===== src/rtl/core/crcs_pkg.sv =====
// ----------------------------------------------------------------------------
// crcs_pkg: shared types and constants of the climate relay control core
// Field widths, the fixed-point heat index schedule, controller states and the
// command and result bundles passed between the core's modules.
// ----------------------------------------------------------------------------
package crcs_pkg;

  // Field widths
  localparam int CNT_W   = 16;   // internal heat-on counter
  localparam int HOC_W   = 16;   // heat_on_count field
  localparam int TEMP_W  = 11;
  localparam int HUM_W   = 10;
  localparam int HI_W    = 16;
  localparam int CFG_AW  = 2;
  localparam int CFG_DW  = 11;

  // Stream widths
  localparam int IN_DATA_W  = 24;
  localparam int IN_USER_W  = 2;
  localparam int OUT_DATA_W = 40;
  localparam int OUT_USER_W = 1;

  // Polynomial datapath widths
  localparam int MA_W   = 11;    // multiplier operand a: temperature or humidity
  localparam int MB_W   = 42;    // multiplier operand b: partial sum or coefficient
  localparam int ACC_W  = 52;    // accumulator, holds the full sum
  localparam int STEP_W = 3;
  localparam logic [STEP_W-1:0] LAST_STEP = STEP_W'(7);

  // Rounding: divide by 1000 * 2^24 as a shift followed by a reciprocal multiply
  localparam int RND_SHIFT   = 24;
  localparam int X_W         = ACC_W - RND_SHIFT;
  localparam int XQ_W        = 25;
  localparam int RECIP_W     = 26;
  localparam int RECIP_SHIFT = 35;
  localparam int QPROD_W     = XQ_W + RECIP_W;
  localparam logic [ACC_W-1:0]   HALF_DIV = ACC_W'(64'd8388608000);
  localparam logic [X_W-1:0]     SAT_X    = X_W'(32'd32768000);
  localparam logic [RECIP_W-1:0] RECIP    = RECIP_W'(32'd34359739);
  localparam logic signed [HI_W-1:0] HI_MAX = 16'sh7FFF;
  localparam logic signed [HI_W-1:0] HI_MIN = 16'sh8000;

  // Scaled Q8.24 coefficients
  localparam logic signed [ACC_W-1:0] K1 = ACC_W'(-64'sd1473827210000);
  localparam logic signed [ACC_W-1:0] K2 = ACC_W'(64'sd27034707000);
  localparam logic signed [ACC_W-1:0] K3 = ACC_W'(64'sd39234339000);
  localparam logic signed [ACC_W-1:0] K4 = ACC_W'(-64'sd245142100);
  localparam logic signed [MB_W-1:0]  K5 = MB_W'(-64'sd20649600);
  localparam logic signed [ACC_W-1:0] K6 = ACC_W'(-64'sd27556300);
  localparam logic signed [MB_W-1:0]  K7 = MB_W'(64'sd371070);
  localparam logic signed [ACC_W-1:0] K8 = ACC_W'(64'sd121710);
  localparam logic signed [MB_W-1:0]  K9 = MB_W'(-64'sd60);

  // Configuration register indexes
  typedef enum logic [CFG_AW-1:0] {
    CFG_HEAT_ON   = 2'd0,
    CFG_HEAT_OFF  = 2'd1,
    CFG_HUMID_ON  = 2'd2,
    CFG_HUMID_OFF = 2'd3
  } cfg_idx_t;

  typedef enum logic {A_TEMP, A_HUM} asel_t;
  typedef enum logic [1:0] {B_ACC, B_HOLD, B_CONST} bsel_t;

  // One multiply-add step: dst = a * b + addend
  typedef struct packed {
    asel_t                    a_sel;
    bsel_t                    b_sel;
    logic                     add_acc;   // addend is the accumulator
    logic                     to_hold;   // result goes to the hold register
    logic signed [MB_W-1:0]   kmul;
    logic signed [ACC_W-1:0]  kadd;
  } step_t;

  // S = g0 + h*(g1 + h*g2), each g evaluated by Horner in t
  function automatic step_t step_info(input logic [STEP_W-1:0] idx);
    step_t s;
    s = '{a_sel: A_TEMP, b_sel: B_CONST, add_acc: 1'b0, to_hold: 1'b0,
          kmul: K9, kadd: K8};
    unique case (idx)
      3'd0: s = '{A_TEMP, B_CONST, 1'b0, 1'b0, K9, K8};
      3'd1: s = '{A_TEMP, B_ACC,   1'b0, 1'b1, K9, K6};   // g2
      3'd2: s = '{A_TEMP, B_CONST, 1'b0, 1'b0, K7, K4};
      3'd3: s = '{A_TEMP, B_ACC,   1'b0, 1'b0, K7, K3};   // g1
      3'd4: s = '{A_HUM,  B_HOLD,  1'b1, 1'b1, K7, K3};   // g1 + h*g2
      3'd5: s = '{A_TEMP, B_CONST, 1'b0, 1'b0, K5, K2};
      3'd6: s = '{A_TEMP, B_ACC,   1'b0, 1'b0, K5, K1};   // g0
      3'd7: s = '{A_HUM,  B_HOLD,  1'b1, 1'b0, K5, K1};   // full sum
      default: ;
    endcase
    return s;
  endfunction

  // Controller states
  typedef enum logic [2:0] {
    ST_IDLE, ST_MUL, ST_ADD, ST_RND, ST_QMUL, ST_DONE
  } state_t;

  // Controller to datapath commands
  typedef struct packed {
    logic              ready;
    logic              start;
    logic              mul;
    logic              add;
    logic              rnd;
    logic              qmul;
    logic              load;
    logic [STEP_W-1:0] step;
  } cmd_t;

  // One result item
  typedef struct packed {
    logic                   heater;
    logic                   humid;
    logic [HOC_W-1:0]       count;
    logic signed [HI_W-1:0] hi;
    logic                   hi_valid;
  } result_t;

endpackage


===== src/rtl/core/crcs_ctrl.sv =====
// ----------------------------------------------------------------------------
// crcs_ctrl: sequencer of the climate relay control core
// Accepts one item, walks the eight multiply-add steps, the rounding and the
// reciprocal multiply, then hands the result to the output register.
// ----------------------------------------------------------------------------
module crcs_ctrl (
  input  logic           clk,
  input  logic           rst_n,
  input  logic           in_valid,
  input  logic           out_free,
  output crcs_pkg::cmd_t cmd
);
  import crcs_pkg::*;

  state_t            state_r, state_nxt;
  logic [STEP_W-1:0] step_r, step_nxt;

  // State and step registers
  always_ff @(posedge clk) begin
    if (!rst_n) begin
      state_r <= ST_IDLE;
      step_r  <= '0;
    end else begin
      state_r <= state_nxt;
      step_r  <= step_nxt;
    end
  end

  // Next state and commands
  always_comb begin
    state_nxt = state_r;
    step_nxt  = step_r;
    cmd       = '0;
    cmd.step  = step_r;
    unique case (state_r)
      ST_IDLE: begin
        cmd.ready = 1'b1;
        if (in_valid) begin
          cmd.start = 1'b1;
          step_nxt  = '0;
          state_nxt = ST_MUL;
        end
      end
      ST_MUL: begin
        cmd.mul   = 1'b1;
        state_nxt = ST_ADD;
      end
      ST_ADD: begin
        cmd.add = 1'b1;
        if (step_r == LAST_STEP) begin
          state_nxt = ST_RND;
        end else begin
          step_nxt  = step_r + STEP_W'(1);
          state_nxt = ST_MUL;
        end
      end
      ST_RND: begin
        cmd.rnd   = 1'b1;
        state_nxt = ST_QMUL;
      end
      ST_QMUL: begin
        cmd.qmul  = 1'b1;
        state_nxt = ST_DONE;
      end
      ST_DONE: begin
        if (out_free) begin
          cmd.load  = 1'b1;
          state_nxt = ST_IDLE;
        end
      end
      default: state_nxt = ST_IDLE;
    endcase
  end

endmodule


===== src/rtl/core/crcs_dpath.sv =====
// ----------------------------------------------------------------------------
// crcs_dpath: datapath of the climate relay control core
// Threshold registers, relay hysteresis, heat-on counter, the shared
// multiplier that evaluates the heat index polynomial, and its rounding.
// ----------------------------------------------------------------------------
module crcs_dpath (
  input  logic                             clk,
  input  logic                             rst_n,
  input  logic                             cfg_we,
  input  logic [crcs_pkg::CFG_AW-1:0]      cfg_addr,
  input  logic [crcs_pkg::CFG_DW-1:0]      cfg_wdata,
  input  logic [crcs_pkg::IN_DATA_W-1:0]   in_data,
  input  logic [crcs_pkg::IN_USER_W-1:0]   in_user,
  input  crcs_pkg::cmd_t                   cmd,
  output crcs_pkg::result_t                res
);
  import crcs_pkg::*;

  // Thresholds
  logic signed [TEMP_W-1:0] heat_on_r, heat_off_r;
  logic [HUM_W-1:0]         humid_on_r, humid_off_r;

  // Control state
  logic             heater_r, heater_nxt;
  logic             humid_r, humid_nxt;
  logic [CNT_W-1:0] count_r, count_nxt;

  // Item operands
  logic signed [TEMP_W-1:0] in_temp;
  logic [HUM_W-1:0]         in_hum;
  logic                     in_tv, in_hv;
  logic signed [MA_W-1:0]   t_r, h_r;
  logic                     both_r;

  // Polynomial datapath
  step_t                       st;
  logic signed [MA_W-1:0]      mul_a;
  logic signed [MB_W-1:0]      mul_b;
  logic signed [MA_W+MB_W-1:0] prod_full;
  logic signed [ACC_W-1:0]     prod_r, acc_r, addend, sum;
  logic signed [MB_W-1:0]      hold_r;

  // Rounding and scaling
  logic                   neg, neg_r, sat_r;
  logic [ACC_W-1:0]       mag, rsum;
  logic [X_W-1:0]         xval;
  logic [XQ_W-1:0]        x_r;
  logic [QPROD_W-1:0]     qprod;
  logic [HI_W-1:0]        q_r;
  logic signed [HI_W-1:0] hi_val;

  assign in_temp = in_data[TEMP_W-1:0];
  assign in_hum  = in_data[TEMP_W +: HUM_W];
  assign in_tv   = in_user[0];
  assign in_hv   = in_user[1];

  // Configuration writes
  always_ff @(posedge clk) begin
    if (!rst_n) begin
      heat_on_r   <= TEMP_W'(200);
      heat_off_r  <= TEMP_W'(220);
      humid_on_r  <= HUM_W'(500);
      humid_off_r <= HUM_W'(600);
    end else if (cfg_we) begin
      unique case (cfg_idx_t'(cfg_addr))
        CFG_HEAT_ON:   heat_on_r   <= cfg_wdata[TEMP_W-1:0];
        CFG_HEAT_OFF:  heat_off_r  <= cfg_wdata[TEMP_W-1:0];
        CFG_HUMID_ON:  humid_on_r  <= cfg_wdata[HUM_W-1:0];
        CFG_HUMID_OFF: humid_off_r <= cfg_wdata[HUM_W-1:0];
        default: ;
      endcase
    end
  end

  // Hysteresis and counter update for an accepted item
  always_comb begin
    heater_nxt = heater_r;
    humid_nxt  = humid_r;
    count_nxt  = heater_r ? count_r + CNT_W'(1) : count_r;
    if (in_tv) begin
      if (heater_r) begin
        if (in_temp >= heat_off_r) heater_nxt = 1'b0;
      end else if (in_temp <= heat_on_r) begin
        heater_nxt = 1'b1;
      end
    end
    if (in_hv) begin
      if (humid_r) begin
        if (in_hum >= humid_off_r) humid_nxt = 1'b0;
      end else if (in_hum <= humid_on_r) begin
        humid_nxt = 1'b1;
      end
    end
  end

  always_ff @(posedge clk) begin
    if (!rst_n) begin
      heater_r <= 1'b0;
      humid_r  <= 1'b0;
      count_r  <= '0;
    end else if (cmd.start) begin
      heater_r <= heater_nxt;
      humid_r  <= humid_nxt;
      count_r  <= count_nxt;
    end
  end

  // Operand capture
  always_ff @(posedge clk) begin
    if (cmd.start) begin
      t_r    <= in_temp;
      h_r    <= {1'b0, in_hum};
      both_r <= in_tv & in_hv;
    end
  end

  // Shared multiplier, one step as a multiply state and an add state
  assign st    = step_info(cmd.step);
  assign mul_a = (st.a_sel == A_HUM) ? h_r : t_r;

  always_comb begin
    unique case (st.b_sel)
      B_ACC:   mul_b = acc_r[MB_W-1:0];
      B_HOLD:  mul_b = hold_r;
      B_CONST: mul_b = st.kmul;
      default: mul_b = st.kmul;
    endcase
  end

  assign prod_full = mul_a * mul_b;
  assign addend    = st.add_acc ? acc_r : st.kadd;
  assign sum       = prod_r + addend;

  always_ff @(posedge clk) begin
    if (cmd.mul) prod_r <= prod_full[ACC_W-1:0];
    if (cmd.add) begin
      if (st.to_hold) hold_r <= sum[MB_W-1:0];
      else            acc_r  <= sum;
    end
  end

  // Round to nearest, ties away from zero: (|S| + D/2) >> 24, then / 1000
  assign neg  = acc_r[ACC_W-1];
  assign mag  = neg ? ACC_W'(-acc_r) : ACC_W'(acc_r);
  assign rsum = mag + HALF_DIV;
  assign xval = rsum[ACC_W-1:RND_SHIFT];

  always_ff @(posedge clk) begin
    if (cmd.rnd) begin
      neg_r <= neg;
      sat_r <= (xval >= SAT_X);
      x_r   <= xval[XQ_W-1:0];
    end
  end

  // Divide by 1000 through the reciprocal
  assign qprod = x_r * RECIP;

  always_ff @(posedge clk) begin
    if (cmd.qmul) q_r <= qprod[QPROD_W-1:RECIP_SHIFT];
  end

  // Result fields
  always_comb begin
    if (!both_r)     hi_val = '0;
    else if (sat_r)  hi_val = neg_r ? HI_MIN : HI_MAX;
    else if (neg_r)  hi_val = -$signed(q_r);
    else             hi_val = $signed(q_r);
  end

  assign res.heater   = heater_r;
  assign res.humid    = humid_r;
  assign res.count    = HOC_W'(count_r);
  assign res.hi       = hi_val;
  assign res.hi_valid = both_r;

endmodule


===== src/rtl/core/climate_relay_control_step_core.sv =====
// ----------------------------------------------------------------------------
// climate_relay_control_step_core: thermostat and humidistat relay step
// One sensor reading in, one relay and heat index result out.
// ----------------------------------------------------------------------------
// Usage:
//   Input stream in_*: one item per sensor reading. Output stream out_*: one
//   item per reading with both relay states, the heat-on count and the heat
//   index in tenths of a degree.
//   Configuration: thresholds are written through cfg_we/cfg_addr/cfg_wdata
//   while no item is in flight; a write takes effect at the next clock edge.
//   Sequence: once an input item is accepted, the heat index polynomial runs
//   as eight multiply-add steps, each a multiply state and an add state, on
//   one shared 11 x 42 bit multiplier, followed by a rounding step, a
//   reciprocal multiply for the divide by 1000 and a hand-over to the output
//   register; the hand-over waits while that register is still occupied.
//   Flow: a new item is accepted only once the previous result has been
//   handed over; the next item is accepted while a finished result still
//   waits in the output register.
//   Reset: relays off, heat-on count zero, thresholds at their defaults.
//   Stall: when out_tready is low the result holds in the output register;
//   a further finished result waits in the datapath and in_tready stays low.
// ----------------------------------------------------------------------------
module climate_relay_control_step_core (
  input  logic                               clk,
  input  logic                               rst_n,
  // Configuration
  input  logic                               cfg_we,
  input  logic [crcs_pkg::CFG_AW-1:0]        cfg_addr,
  input  logic [crcs_pkg::CFG_DW-1:0]        cfg_wdata,
  // Input stream
  input  logic                               in_tvalid,
  output logic                               in_tready,
  input  logic [crcs_pkg::IN_DATA_W-1:0]     in_tdata,   // temp_tenths, humid_tenths
  input  logic [crcs_pkg::IN_USER_W-1:0]     in_tuser,   // temp_valid, humid_valid
  // Output stream
  output logic                               out_tvalid,
  input  logic                               out_tready,
  output logic [crcs_pkg::OUT_DATA_W-1:0]    out_tdata,  // heater_relay, humidifier_relay,
                                                         // heat_on_count, heat_index_tenths
  output logic [crcs_pkg::OUT_USER_W-1:0]    out_tuser   // heat_index_valid
);
  import crcs_pkg::*;

  cmd_t                  cmd;
  result_t               res;
  logic                  out_free;
  logic                  out_valid_r;
  logic [OUT_DATA_W-1:0] out_data_r;
  logic [OUT_USER_W-1:0] out_user_r;

  assign out_free  = !out_valid_r || out_tready;
  assign in_tready = cmd.ready;

  crcs_ctrl u_ctrl (
    .clk      (clk),
    .rst_n    (rst_n),
    .in_valid (in_tvalid),
    .out_free (out_free),
    .cmd      (cmd)
  );

  crcs_dpath u_dpath (
    .clk       (clk),
    .rst_n     (rst_n),
    .cfg_we    (cfg_we),
    .cfg_addr  (cfg_addr),
    .cfg_wdata (cfg_wdata),
    .in_data   (in_tdata),
    .in_user   (in_tuser),
    .cmd       (cmd),
    .res       (res)
  );

  // Output register
  always_ff @(posedge clk) begin
    if (!rst_n) begin
      out_valid_r <= 1'b0;
    end else if (cmd.load) begin
      out_valid_r <= 1'b1;
    end else if (out_tready) begin
      out_valid_r <= 1'b0;
    end
  end

  always_ff @(posedge clk) begin
    if (cmd.load) begin
      out_data_r <= {6'b0, res.hi, res.count, res.humid, res.heater};
      out_user_r <= res.hi_valid;
    end
  end

  assign out_tvalid = out_valid_r;
  assign out_tdata  = out_data_r;
  assign out_tuser  = out_user_r;

`ifndef NO_ASSERTIONS
  // A hand-over always leaves a valid result behind
  a_load_valid: assert property (@(posedge clk) disable iff (!rst_n)
    cmd.load |=> out_valid_r)
    else $error("result lost at hand-over");

  // No hand-over while the output register is still occupied
  a_no_overwrite: assert property (@(posedge clk) disable iff (!rst_n)
    cmd.load |-> (!out_valid_r || out_tready))
    else $error("output register overwritten");

  // An invalid heat index is reported as zero
  a_hi_zero: assert property (@(posedge clk) disable iff (!rst_n)
    (out_valid_r && !out_user_r[0]) |-> (out_data_r[33:18] == '0))
    else $error("heat index not zero while invalid");

  // The counter steps once for each reading taken with the heater on
  a_count_step: assert property (@(posedge clk) disable iff (!rst_n)
    (in_tvalid && in_tready && res.heater) |=>
      (res.count == $past(res.count) + HOC_W'(1)))
    else $error("heat-on counter did not advance");
`endif

endmodule


===== config.mk =====
export PLATFORM = sky130hd
export DESIGN_NAME = climate_relay_control_step_core
export DESIGN_NICKNAME = d
export VERILOG_FILES = /design/src/rtl/core/crcs_pkg.sv /design/src/rtl/core/crcs_ctrl.sv /design/src/rtl/core/crcs_dpath.sv /design/src/rtl/core/climate_relay_control_step_core.sv
export SDC_FILE = /design/constraint.sdc
export NUM_CORES = 2
export LEC_CHECK = 0
export ABC_AREA = 1
export ABC_CLOCK_PERIOD_IN_PS = 6100
export BUFFER_PORTS_ARGS = -buffer_cell sky130_fd_sc_hd__clkbuf_2
export CORE_ASPECT_RATIO = 1.4
export CORE_UTILIZATION = 45
export DETAILED_ROUTE_END_ITERATION = 10
export MAX_ROUTING_LAYER = met4
export PLACE_DENSITY = 0.61
export SYNTH_ARGS = -nofsm -noshare
export SYNTH_HDL_FRONTEND = slang
export SYNTH_SLANG_ARGS = --single-unit

===== constraint.sdc =====
create_clock -name clk -period 6.1 [get_ports clk]
set_input_delay 0.305 -clock clk [delete_from_list [all_inputs] [get_ports clk]]
set_output_delay 0.305 -clock clk [all_outputs]
set_load 0.02 [all_outputs]

; Word-level counts from Yosys, hierarchy flattened
; Memory sizes are Yosys's and may differ from the RTL's. A register that Yosys moved wholly into a read port is not among the register bits.
; Cells that the tools add are included.
; Widths: inputs -> output; s select.
[totals]
memories = 1
in_bits = 44
ff_bits = 313
rom_bits = 728
out_inout_bits = 43
elab_cells = 102
[mem_list]
columns = memory, words, width, read_ports, rd_clocked_by_memory_dff, write_ports, line
row1 = (no name shown), 8, 91, 1, 1, 0, crcs_pkg.sv:80  ; unique case (idx)
[classes]
order_cmp = 5
n_eq_ne = 13
muxes = 32
mul = 2
bitwise = 2
n_addsub = 6
reduce_logical = 18
[ops]
columns = cell, count
row1 = $mux 52, 2
row2 = $pmux 42 s2, 1
row3 = $add 52x33->52 const B, 1
row4 = $add 52x52->52, 1
row5 = $mul 11x42->52, 1
row6 = $neg 52->52, 1
row7 = $mul 25x26->51 const B, 1
row8 = $mux 16, 3
row9 = $ge 28x25->1 const B, 1
row10 = $reduce_and 2->1, 10
row11 = $mux 3, 6
row12 = $pmux 3 s6, 1
row13 = $add 16x1->16 const B, 1
row14 = $neg 16->16, 1
row15 = $mux 1, 15
row16 = $ge 11x11->1, 1
row17 = $le 11x11->1, 1
row18 = $mux 11, 1
row19 = $ge 10x10->1, 1
row20 = $le 10x10->1, 1
row21 = $eq 3x3->1 const B, 3
row22 = $eq 3x2->1 const B, 2
row23 = $ne 2x2->1 const B, 3
row24 = $pmux 3 s2, 1
row25 = other kinds (13), 18

; Depth between registers and ports, before layout
[logic_depth]
depth_word = 5
ltp_mapped = 32
ltp_nobuf = 30

; Cells and area by module
; Synthesis repeated with hierarchy kept, for this count alone.
[hier_totals]
hier_cells = 5028
hier_area_um2 = 42997.5
[by_module_without_submodules]
columns = module, seq_area_each_um2, cells_each, area_each_um2, n_inst
row1 = crcs_dpath, 7537.2, 4920, 41462.3, 1
row2 = climate_relay_control_step_core, 1071.0, 48, 1146.1, 1
row3 = crcs_ctrl, 120.1, 60, 389.1, 1

; Worst setup path after synthesis
; OpenSTA, ideal clock, no wires.
[synth_timing]
path_kind = register to register
from = reg u_dpath.st[96] (netlist name)
to = reg u_dpath.prod_r[42], data pin
slack_ns = -0.106
setup_ns = 0.258
stages_incl_launch_ff = 26
required_time_ns = 5.842
n_path_buf = 3
synth_period_minus_slack_ns = 6.206
arrival_time_ns = 5.948
path_cell_list = dfxtp_1 -> buf_2 -> clkbuf_1 -> nand2_1 -> o21ai_1 -> clkbuf_1 -> nand2_1 -> fa_1 -> inv_1 -> fa_1 -> fa_1 -> fa_1 -> inv_1 -> fa_1 -> inv_1 -> ha_1 -> nand2_1 -> o21ai_0 -> nand2_1 -> o211a_1 -> o21ai_0 -> a21oi_1 -> o21a_1 -> o21ai_0 -> a21oi_1 -> xnor2_1
[synth_via]
elab_chain_len = 3
elab_cells_between_ends = 4
cone_classes = 1 x mul / 1 x eq/ne / 1 x mux / 1 x reduce/logical
[synth_lines]
columns = item, line
row1 = $eq 2x1->1 or $logic_not 2->1 (tied branches), crcs_dpath.sv:122  ; unique case (st.b_sel)
row2 = $pmux 42 s2 *, crcs_dpath.sv:122
row3 = $mul 11x42->52 *, crcs_dpath.sv:130  ; assign prod_full = mul_a * mul_b;
row4 = net u_dpath.prod_full[42], crcs_dpath.sv:39  ; logic signed [MA_W+MB_W-1:0] prod_full;
row5 = end signal: assignment, crcs_dpath.sv:135  ; if (cmd.mul) prod_r <= prod_full[ACC_W-1:0];
row6 = end: declaration, crcs_dpath.sv:40  ; logic signed [ACC_W-1:0] prod_r, acc_r, addend, sum;
; The timed path passes the listed nets; every way through them passes the cells marked *.
; A chain may end at the register's enable or synchronous reset.

; Final worst setup path
[layout_timing]
from = reg u_dpath.st[96] (netlist name)
to = reg u_dpath.prod_r[45], data pin
[layout_via]
elab_chain_len = 3
elab_cells_between_ends = 4
cone_classes = 1 x mul / 1 x eq/ne / 1 x mux / 1 x reduce/logical
[layout_lines]
columns = item, line
row1 = $eq 2x1->1 or $logic_not 2->1 (tied branches), crcs_dpath.sv:122
row2 = $pmux 42 s2 *, crcs_dpath.sv:122
row3 = $mul 11x42->52 *, crcs_dpath.sv:130
row4 = net u_dpath.prod_full[45], crcs_dpath.sv:39
; Marked as above.

==> impl_metrics.json <==
{
  "synth_edf_count": 246,
  "rr_worst_depth": 32,
  "synth_most_common_cell": "inv_1",
  "clockRootBuffer": "clkbuf_16",
  "path_depth": 32,
  "drt-wirelength-per-cell_um": 18.2,
  "multi_input_area_um2": 31900,
  "max_slew_margin_pct": 31.5,
  "port_buffers": 77,
  "crit_required_ns": 6.42,
  "ys_ff_latch": 345,
  "drc": 0,
  "grt_pass1_vias": 37800,
  "hold_depth": 3,
  "dr.first_iter.drc_count": 2099,
  "hpwl_um": 108000,
  "fin_ws_ns": -0.0866,
  "path_buf_inv": 13,
  "overflow": 0,
  "violations": "negative setup slack",
  "worstSetupPathType": "register to register",
  "rows": 135,
  "clk_pin_slew_ns": 0.06,
  "ys_top_cells_by_area": "fa_1, edfxtp_1, ha_1",
  "rsz0062_at_grt": "true",
  "synthTopCellsByCount": "inv_1, nand2_1, fa_1",
  "grt_pass1_wl_um": 200000,
  "viasPerCell": 5.08,
  "cpPeakStageDelay_ns": 0.52,
  "synth_cell_types": 68,
  "die_w_um": 267,
  "syn_avg_cell_area_um2": 8.53,
  "drv_cap": 0,
  "grt_max_degree": 75,
  "wirelength_um": 130000,
  "clock_skew_ns": 0.0352,
  "ys_seq_area_share_pct": 21.2,
  "dp_worst_setup_slack_ns": -0.505,
  "gr-usage-all-layers_pct": 26.9,
  "cts_tree": "done",
  "fillers": 8822,
  "setup_viol": 10,
  "critPathCaptureType": "register",
  "report.final.slew_viol_count": 0,
  "pin_count": 87,
  "synth_area_um2": 44100,
  "vias": 36300,
  "dr.pass1.iters": 6,
  "core_um2": 97000,
  "nets": 6933,
  "die_y_um": 373,
  "worst-slew-pin-transition_ns": 1.02,
  "max_clock_freq_ghz": 0.162,
  "synth_area_leader_cell": "fa_1",
  "drive_gt1_share_pct": 21.6,
  "period_share_pct": 101,
  "area_growth_pct": 24.0,
  "run_status": "finished with violations",
  "final_antenna_net_count": 0,
  "yosysWarnings": 0,
  "start_util_pct": 45.5,
  "clkLatencyLatePin_ns": 0.59,
  "grt_antenna_before_repair": 2,
  "gp_congestion": 1.01,
  "hold_viol": 0,
  "critPathMostFrequentCell": "fa_1",
  "cp_slowest_cell": "fa_1",
  "netlist_instances": 5175,
  "clk_path_buf_depth": 3,
  "period_minus_slack_ns": 6.19,
  "clock_sinks": 345,
  "rrSetupSlack_ns": -0.09,
  "htree_levels": 2,
  "ys_async_sr_fraction_pct": 0,
  "yosys.area.top_type_share_pct": 27.1,
  "hp-class": "input pin to register",
  "synth-main-ff-cell": "edfxtp_1",
  "cp_top_family": "adder cells",
  "arrival_ns": 6.50,
  "cp-start-kind": "register",
  "cts-buffers-inserted": 38,
  "die-area_um2": 99300,
  "path_max_fanout": 6,
  "seq_area_um2": 9380
}
worst paths after layout:
kind                             from                 end
setup reg to reg       u_dpath.st[96]  u_dpath.prod_r[45]
setup / recovery       u_dpath.st[96]  u_dpath.prod_r[45]
hold / removal            in_tuser[1]      u_dpath.both_r
hold reg to reg   u_dpath.count_r[14]       out_tdata[16]
layout make-up:
cell class | instances | area share (%)
Clock inverter | 21 | 0.665
Tap cell | 1301 | 2.97
Timing Repair inverter | 1 | 0.0137
Multi-Input combinational cell | 3517 | 58.2
Timing Repair Buffer | 693 | 10.5
Antenna cell | 1 | 0.00457
Inverter | 1230 | 8.56
Sequential cell | 345 | 17.1
Clock buffer | 49 | 1.93
cells by family after synthesis:
kind of cell | share of synthesized area, %
buf+inv | 11.3
compound gates | 8.88
mux | 0.0454
fa+ha+maj | 40.3
other cells | 0.00850
simple gates | 15.5
xor+xnor | 2.74
flops | 21.2
metrics by stage:
| stage | area [um2] | TNS, ns | std cells | hold WS, ns | util (%) |
|---|---|---|---|---|---|
| 2_1_floorplan | 44100 | 0 | 5180 | 0.404 | - |
| 3_3_place_gp | 49900 | -6.57 | 6966 | 0.432 | 51.5 |
| 3_5_place_dp | 49900 | -9.91 | 6966 | 0.439 | 51.5 |
| 4_1_cts | 53100 | -0.0784 | 7100 | 0.00356 | 54.8 |
| 5_1_grt | 54700 | -5.39 | 7158 | 0.0151 | 56.5 |
| 6_report | 54700 | -0.409 | 7158 | 0.0293 | 56.5 |
cells in the final DEF, fill, tap and decap left out, types with 45 or more instances in the layout:
cell type and count:
inv_1 1125, nand2_1 802, fa_1 570, buf_4 497, nor2_1 451, ha_1 415, edfxtp_1 246, a21oi_1 205
o21ai_0 177, dfxtp_1 97, nand3_1 95, nand2_2 91, xor2_1 86, inv_2 84, clkbuf_2 77, buf_6 62
xnor2_1 51, ha_4 47, a21oi_2 45
tightest hold or removal path, cell delays in order:
cell and delay (ns):
clkbuf_2 0.09, nand2_1 0.06, inv_1 0.06
layer usage:
layer | part of all wire (%) | GRT usage, % | vias up
met5 | 0 | - | -
met4 | 5.9 | 14.3 | 0
met3 | 3.5 | 2.37 | 324
met2 | 51 | 47.6 | 876
met1 | 39 | 30.2 | 17700
li1 | - | - | 17500
registers in the layout, indices dropped and copies added, names as in the netlist, 3 cells and up:
name and cells:
out_tdata 34, u_dpath.t_r 11, u_dpath.hold_r 42, u_dpath.q_r 16, u_dpath.prod_r 52, u_dpath.humid_off_r 10, u_dpath.heat_off_r 11, u_dpath.heat_on_r 11
u_dpath.humid_on_r 10, u_dpath.x_r 25, u_dpath.count_r 16, u_dpath.st 32, u_dpath.acc_r 52, u_ctrl.state_r 3, u_dpath.h_r 10, u_ctrl.step_r 3
repair_timing:
item,CTS,global route
pin swaps,138,100
buffers inserted,41,55
cloned,3,3
hold buffers,20,0
setup endpoints to repair,33,40
resized for setup,256,301
hold endpoints to repair,20,0
Power is left out: the tool's default activity adds up to more than one toggle a clock period on the data nets, which glitch-free logic cannot reach.
